File: src/hdl/uvd_pkg.sv
// Shared constants and types for the UTF-8 validating decoder.
package uvd_pkg;

	localparam int CP_W    = 21;
	localparam int COUNT_W = 3;
	localparam int RUN_W   = 3;

	localparam logic [CP_W-1:0] CP_REPLACEMENT = 21'h00FFFD;
	localparam logic [CP_W-1:0] CP_MIN_2BYTE   = 21'h000080;
	localparam logic [CP_W-1:0] CP_MIN_3BYTE   = 21'h000800;
	localparam logic [CP_W-1:0] CP_SURR_LO     = 21'h00D800;
	localparam logic [CP_W-1:0] CP_SURR_HI     = 21'h00DFFF;
	localparam logic [CP_W-1:0] CP_MIN_4BYTE   = 21'h010000;
	localparam logic [CP_W-1:0] CP_MAX         = 21'h10FFFF;

	localparam logic [1:0] CONT_TAG = 2'b10;

	localparam logic [COUNT_W-1:0] SEQ_NONE = 3'd0;
	localparam logic [COUNT_W-1:0] SEQ_2    = 3'd2;
	localparam logic [COUNT_W-1:0] SEQ_3    = 3'd3;
	localparam logic [COUNT_W-1:0] SEQ_4    = 3'd4;

	// Results caused by one item: a run of replacements, then optionally one scalar.
	typedef struct packed {
		logic [RUN_W-1:0]   repl;
		logic               tail;
		logic [CP_W-1:0]    cp;
		logic [COUNT_W-1:0] bc;
	} uvd_job_t;

endpackage

File: src/hdl/utf8_validating_decoder.sv
// UTF-8 validating decoder: byte stream in, Unicode scalars with replacement out.
// Bytes enter through a one-item input register; the decode of that byte against the held
// lead and continuation bytes is a single level of logic feeding a result register. An
// item that gives one result, or none, moves on every cycle while the output is not
// stalled, so a stream of well-formed text then runs at one byte per clock. An item that
// gives n results (a broken or invalid sequence, or a flush on the last byte, up to four)
// keeps the result register, one result per accepted output item, and a following item
// that has results of its own waits in the input register until the last of them is
// accepted. Items that only add to a held sequence pass even while results are waiting.
// Each malformed byte yields U+FFFD with the tuser flag set and a byte count of one;
// tlast marks the final result caused by one input item.
module utf8_validating_decoder
	import uvd_pkg::*;
(
	input  logic        clk,
	input  logic        arst_n,
	input  logic        s_axis_tvalid,
	output logic        s_axis_tready,
	input  logic [7:0]  s_axis_tdata,   // [7:0] data_byte
	input  logic        s_axis_tlast,   // last_byte
	output logic        m_axis_tvalid,
	input  logic        m_axis_tready,
	output logic [23:0] m_axis_tdata,   // [20:0] code_point, [23:21] byte_count
	output logic [0:0]  m_axis_tuser,   // [0] malformed
	output logic        m_axis_tlast    // last_of_run
);

	// Input register
	logic               valid_s1;
	logic [7:0]         byte_s1;
	logic               last_s1;

	// Decoder state
	logic [7:0]         held0_q, held1_q, held2_q;
	logic [1:0]         held_cnt_q;
	logic [COUNT_W-1:0] need_q;

	// Result register
	logic               valid_s2;
	logic [RUN_W-1:0]   repl_s2;
	logic               tail_s2;
	logic [CP_W-1:0]    cp_s2;
	logic [COUNT_W-1:0] bc_s2;

	uvd_job_t           job;
	logic [1:0]         held_cnt_d;
	logic [COUNT_W-1:0] need_d;
	logic               wr0, wr1, wr2;
	logic               cont, seq_open, lead_ok, done_seq;
	logic [COUNT_W-1:0] lead_len;
	logic [CP_W-1:0]    cp2, cp3, cp4, seq_cp;
	logic               seq_ok;
	logic               has_res, adv, out_fire, out_last;

	assign cont     = (byte_s1[7:6] == CONT_TAG);
	assign seq_open = (need_q != SEQ_NONE);
	assign done_seq = ({1'b0, held_cnt_q} + 3'd1) >= need_q;

	always_comb begin
		if (byte_s1[7:5] == 3'b110)
			lead_len = SEQ_2;
		else if (byte_s1[7:4] == 4'b1110)
			lead_len = SEQ_3;
		else if (byte_s1[7:3] == 5'b11110)
			lead_len = SEQ_4;
		else
			lead_len = SEQ_NONE;
	end
	assign lead_ok = (lead_len != SEQ_NONE);

	assign cp2 = {10'd0, held0_q[4:0], byte_s1[5:0]};
	assign cp3 = {5'd0, held0_q[3:0], held1_q[5:0], byte_s1[5:0]};
	assign cp4 = {held0_q[2:0], held1_q[5:0], held2_q[5:0], byte_s1[5:0]};

	always_comb begin
		unique case (need_q)
			SEQ_2: begin
				seq_cp = cp2;
				seq_ok = (cp2 >= CP_MIN_2BYTE);
			end
			SEQ_3: begin
				seq_cp = cp3;
				seq_ok = (cp3 >= CP_MIN_3BYTE) && !((cp3 >= CP_SURR_LO) && (cp3 <= CP_SURR_HI));
			end
			default: begin
				seq_cp = cp4;
				seq_ok = (cp4 >= CP_MIN_4BYTE) && (cp4 <= CP_MAX);
			end
		endcase
	end

	// Work out the results of the byte in the input register and the next decoder state.
	always_comb begin
		job.repl   = '0;
		job.tail   = 1'b0;
		job.cp     = {13'd0, byte_s1};
		job.bc     = 3'd1;
		held_cnt_d = held_cnt_q;
		need_d     = need_q;
		wr0        = 1'b0;
		wr1        = 1'b0;
		wr2        = 1'b0;
		if (seq_open && cont) begin
			if (done_seq) begin
				if (seq_ok) begin
					job.tail = 1'b1;
					job.cp   = seq_cp;
					job.bc   = need_q;
				end else begin
					job.repl = need_q;
				end
				held_cnt_d = 2'd0;
				need_d     = SEQ_NONE;
			end else begin
				wr1        = (held_cnt_q == 2'd1);
				wr2        = (held_cnt_q == 2'd2);
				held_cnt_d = held_cnt_q + 2'd1;
				if (last_s1) begin
					job.repl   = {1'b0, held_cnt_q} + 3'd1;
					held_cnt_d = 2'd0;
					need_d     = SEQ_NONE;
				end
			end
		end else begin
			// A held sequence broken by this byte is flushed first.
			job.repl   = seq_open ? {1'b0, held_cnt_q} : 3'd0;
			held_cnt_d = 2'd0;
			need_d     = SEQ_NONE;
			if (!byte_s1[7]) begin
				job.tail = 1'b1;
			end else if (lead_ok) begin
				wr0 = 1'b1;
				if (last_s1) begin
					job.repl = job.repl + 3'd1;
				end else begin
					held_cnt_d = 2'd1;
					need_d     = lead_len;
				end
			end else begin
				job.repl = job.repl + 3'd1;
			end
		end
	end

	assign has_res  = (job.repl != '0) || job.tail;
	assign out_last = (repl_s2 == '0) || ((repl_s2 == 3'd1) && !tail_s2);
	assign out_fire = m_axis_tvalid && m_axis_tready;
	assign adv      = valid_s1 && (!has_res || !valid_s2 || (out_fire && out_last));

	assign s_axis_tready = !valid_s1 || adv;

	always_ff @(posedge clk or negedge arst_n) begin
		if (!arst_n) begin
			valid_s1 <= 1'b0;
		end else if (s_axis_tready) begin
			valid_s1 <= s_axis_tvalid;
		end
	end

	always_ff @(posedge clk) begin
		if (s_axis_tready && s_axis_tvalid) begin
			byte_s1 <= s_axis_tdata;
			last_s1 <= s_axis_tlast;
		end
	end

	always_ff @(posedge clk or negedge arst_n) begin
		if (!arst_n) begin
			held_cnt_q <= 2'd0;
			need_q     <= SEQ_NONE;
		end else if (adv) begin
			held_cnt_q <= held_cnt_d;
			need_q     <= need_d;
		end
	end

	always_ff @(posedge clk) begin
		if (adv && wr0)
			held0_q <= byte_s1;
		if (adv && wr1)
			held1_q <= byte_s1;
		if (adv && wr2)
			held2_q <= byte_s1;
	end

	always_ff @(posedge clk or negedge arst_n) begin
		if (!arst_n) begin
			valid_s2 <= 1'b0;
			repl_s2  <= '0;
			tail_s2  <= 1'b0;
		end else if (adv && has_res) begin
			valid_s2 <= 1'b1;
			repl_s2  <= job.repl;
			tail_s2  <= job.tail;
		end else if (out_fire) begin
			if (out_last)
				valid_s2 <= 1'b0;
			if (repl_s2 != '0)
				repl_s2 <= repl_s2 - 3'd1;
		end
	end

	always_ff @(posedge clk) begin
		if (adv && has_res) begin
			cp_s2 <= job.cp;
			bc_s2 <= job.bc;
		end
	end

	assign m_axis_tvalid   = valid_s2;
	assign m_axis_tuser[0] = (repl_s2 != '0);
	assign m_axis_tdata    = (repl_s2 != '0) ? {3'd1, CP_REPLACEMENT} : {bc_s2, cp_s2};
	assign m_axis_tlast    = out_last;

	a_held_fits: assert property (@(posedge clk) disable iff (!arst_n)
		(need_q == SEQ_NONE) ? (held_cnt_q == 2'd0)
		                     : ({1'b0, held_cnt_q} < need_q) && (held_cnt_q != 2'd0))
		else $error("held byte count does not fit the open sequence");

	a_need_legal: assert property (@(posedge clk) disable iff (!arst_n)
		(need_q == SEQ_NONE) || (need_q == SEQ_2) || (need_q == SEQ_3) || (need_q == SEQ_4))
		else $error("illegal sequence length held");

	a_job_nonempty: assert property (@(posedge clk) disable iff (!arst_n)
		valid_s2 |-> ((repl_s2 != '0) || tail_s2) && (repl_s2 <= 3'd4))
		else $error("result register holds an empty or oversized run");

	a_no_surrogate: assert property (@(posedge clk) disable iff (!arst_n)
		(m_axis_tvalid && !m_axis_tuser[0]) |->
			!((m_axis_tdata[20:0] >= CP_SURR_LO) && (m_axis_tdata[20:0] <= CP_SURR_HI))
			&& (m_axis_tdata[20:0] <= CP_MAX))
		else $error("well-formed result is not a scalar value");

	a_run_advances: assert property (@(posedge clk) disable iff (!arst_n)
		(m_axis_tvalid && m_axis_tready && !m_axis_tlast) |=> m_axis_tvalid)
		else $error("result run ended without its last result");

endmodule

File: config.mk
export PLATFORM = sky130hd
export DESIGN_NAME = utf8_validating_decoder
export DESIGN_NICKNAME = d
export VERILOG_FILES = /design/src/hdl/uvd_pkg.sv /design/src/hdl/utf8_validating_decoder.sv
export SDC_FILE = /design/constraint.sdc
export NUM_CORES = 1
export LEC_CHECK = 0
export ABC_AREA = 1
export BUFFER_PORTS_ARGS = -buffer_cell sky130_fd_sc_hd__buf_2
export CORE_ASPECT_RATIO = 0.7
export CORE_MARGIN = 5
export CORE_UTILIZATION = 55
export CTS_CLUSTER_SIZE = 8
export DETAILED_ROUTE_END_ITERATION = 7
export PLACE_DENSITY = 0.77
export SYNTH_ARGS = -nofsm -noshare
export SYNTH_HDL_FRONTEND = slang
export SYNTH_SLANG_ARGS = --single-unit
File: constraint.sdc
create_clock -name clk -period 7.7 [get_ports clk]
set_input_delay 1.54 -clock clk [delete_from_list [all_inputs] [get_ports clk]]
set_output_delay 1.54 -clock clk [all_outputs]
set_load 0.03 [all_outputs]
==> impl_metrics.ini <==
[setup_path]
crit_start = held_cnt_q[0]
end_kind = output pin
critPathLaunchType = flop
cp.arrival_ps = 3010
critPathRequiredTime_ps = 6160
worstReg2RegStart = held_cnt_q[0]
crit_type = flop to output pin
path_max_fanout = 14
r2r_cells = 15
r2r_end = held2_q[2]
r2r_slack_ps = 4310

[sta]
period_share_pct = 59.1
finClkSkew_ps = 8.25
fin_tns_setup_ps = 0
maxSlewViolCount = 0
final-hold-violation-count = 0
setup_ws_ps = 3150
fmaxAchievable_mhz = 220
setup_viol = 0
maxSlewHeadroom_pct = 48.4
worst_pin_slew_ps = 773
rsz0062_at_grt = no
period_minus_slack_ps = 4550

[detailed_routing]
dr_total_vias = 2202
antenna_left = 0
vias_per_cell = 5.10
wl_per_cell_um = 13.9
drc = 0
dr.pass1.iters = 4
postRouteWirelength_um = 6000
drt_iter0_markers = 133

[global_route]
grt_pass1_vias = 2112
grt_max_degree = 30
grt_pass1_wl_um = 10100
antenna_found_initial = 0
grt_usage_pct = 18.7
globalRouteOverflowTotal = 0

[clock_tree]
cts_inserted_buffers = 9
clkTransAtPathRegs_ps = 60
clk-insertion-delay-late_ps = 340
ctsHtreeMaxLevel = 3
root_buffer = clkbuf_8
tritoncts = built
cts_setup_buffers = 0
cts_max_path_buffers = 2
cts.sinks = 61
hold_buffers = 0
cts-resized-gates = 0

[flow_run]
max_cap_violations = 0

[power_and_ir_drop]
p_leak_nw = 1.53
p_int_uw = 810
p_clk_share_pct = 21.5
p_per_area_nw_per_um2 = 400
switchingPower_uw = 581
p_seq_share_pct = 37.4
power_frac_comb_pct = 41.1
irDropWorstVdd_v = 0.000187
netSwitchingFraction_pct = 41.8
power.total_mw = 1.39

[yosys]
syn_area_um2 = 2990
synth_fa_ha_area_share_pct = 4.18
synth_enable_flop_cells = 50
synthCells = 308
yosys.area.top_type = edfxtp_1
syn_nets = 331
yosysTopAreaCellShare_pct = 50.2
synthMuxAreaShare_pct = 0
synth_top_family_by_area = simple AND/OR/NAND/NOR gates
synth_xor_area_share_pct = 0.293
netlist_top_cells_area = edfxtp_1 (50%), dfrtp_1 (9.2%), nand2_1 (9.0%), nor2_1 (4.6%), inv_1 (4.4%)
synth-seq-cells = 61
ys.flop_type = edfxtp_1
synth_common_cells = nand2_1 (72), edfxtp_1 (50), nor2_1 (37), inv_1 (35), or2_2 (16)
ys_warn_count = 0
async_flop_share_pct = 18.0
syn_area_per_cell_um2 = 9.72
synth-seq-area-share_pct = 59.4
yosys.area_share.simple_pct = 24.7
synth_compound_area_share_pct = 5.43
synth_cell_type_count = 25
synth.most_common_cell = nand2_1

[floorplan]
io_pins = 41
die_w_um = 98.2
coreArea_um2 = 5260
rows = 22
fp.dieArea_um2 = 7040
fp.dieH_um = 71.7
initial_utilization_pct = 56.9

[cells_and_area]
drive_above_1_share_pct = 26.9
fillerInstances = 413
syn_to_final_growth_pct = 16.1
finalNetCount = 378
num_antenna_cells = 0
multi_input_area_um2 = 1040
fin_area_um2 = 3470
final-seq-area_um2 = 1780

[hold_path]
hold_class = flop to flop
hold_depth = 2
hp-start = repl_s2[1]
min_to = repl_s2[1]

[place]
place_hpwl_um = 4470
post_dp_cell_area_um2 = 3270
io_buffers = 40
place_ws_ps = 3570
gp_congestion = 0.923

[outcome]
outcome = finished, final reports clean
-- cell type report --
type                            count  share of cell area (%)
Clock inverter                      5                    2.16
Clock buffer                       11                    3.78
Inverter                           44                    4.75
Multi-Input combinational cell    199                    29.8
Tap cell                           72                    2.59
Timing Repair Buffer               40                    5.76
Sequential cell                    61                    51.1
-- metal layers --
layer / global-route usage (%) / share of wire (%)
met5: 0 / 0
met4: 5.30 / 1.4
met3: 8.66 / 8.7
met2: 28.9 / 44
met1: 24.1 / 46
-- logic make-up (layout without fill, tap and decap cells) --
group	count (synthesis)	after routing
adders and majority gates	10	10
AOI/OAI and AO/OA	28	28
xor gates and xnor gates	1	1
DFF	61	61
and+or+nand+nor	160	160
buffers and inverters	48	100
-- cell usage in the layout (no fill, tap or decap) --
cell type,n
nor2_2,4
o21ai_1,6
clkbuf_8,9
edfxtp_1,50
o21bai_1,1
nor3_1,1
bufinv_16,2
inv_2,9
nand2_2,7
nand3b_1,1
buf_2,40
ha_1,10
dfrtp_1,11
a221oi_1,4
inv_1,35
nand3_1,14
or2_2,16
clkinv_2,3
xor2_1,1
nor2_1,37
a21oi_1,9
o21a_1,1
nand2_1,72
a31oi_1,2
clkbuf_1,2
nor3b_2,1
nand3_2,6
o21ai_0,5
nand4_1,1
-- sequential cells by signal (all words and copies together), names as in the netlist --
signal / flops
cp_s2: 21
byte_s1: 8
held1_q: 6
held2_q: 6
held0_q: 5
bc_s2: 3
need_q: 3
repl_s2: 3
held_cnt_q: 2
last_s1: 1
m_axis_tvalid: 1
tail_s2: 1
valid_s1: 1
-- through the flow --
stage	util, %	cells	hold slack (ps)
floorplan	-	308	448
global placement	62.2	416	468
detailed placement	62.2	416	471
CTS	66.1	432	485
global route	66.1	432	500
finish	66.1	432	488
-- critical path, cell delays in order, from the launching register on --
cell and delay, ps:
dfrtp_1 480, inv_1 80, ha_1 300, inv_1 70
ha_1 310, nand3_1 130, nand3_1 220, nand2_2 160
inv_2 40, nand3_2 210, nand2_2 110, nor2_2 140
nand3_2 100, nand3_1 120, buf_2 210
-- worst max path at each step --
stage,slack (ps),cells after the start,endpoint
finish,3150,14,s_axis_tready
floorplan,4030,13,s_axis_tready
CTS,3140,14,s_axis_tready
detailed placement,3570,14,s_axis_tready
global route,2880,14,s_axis_tready
global placement,3740,14,s_axis_tready
-- power groups by stage --
stage,combinational [mW],clock (mW),sequential [mW]
detailed placement,0.567,0,0.527
global placement,0.546,0,0.522
CTS,0.575,0.304,0.520
floorplan,0.428,0,0.513
global route,0.639,0.320,0.531
finish,0.572,0.299,0.521
Power figures use the tool's default switching activity.
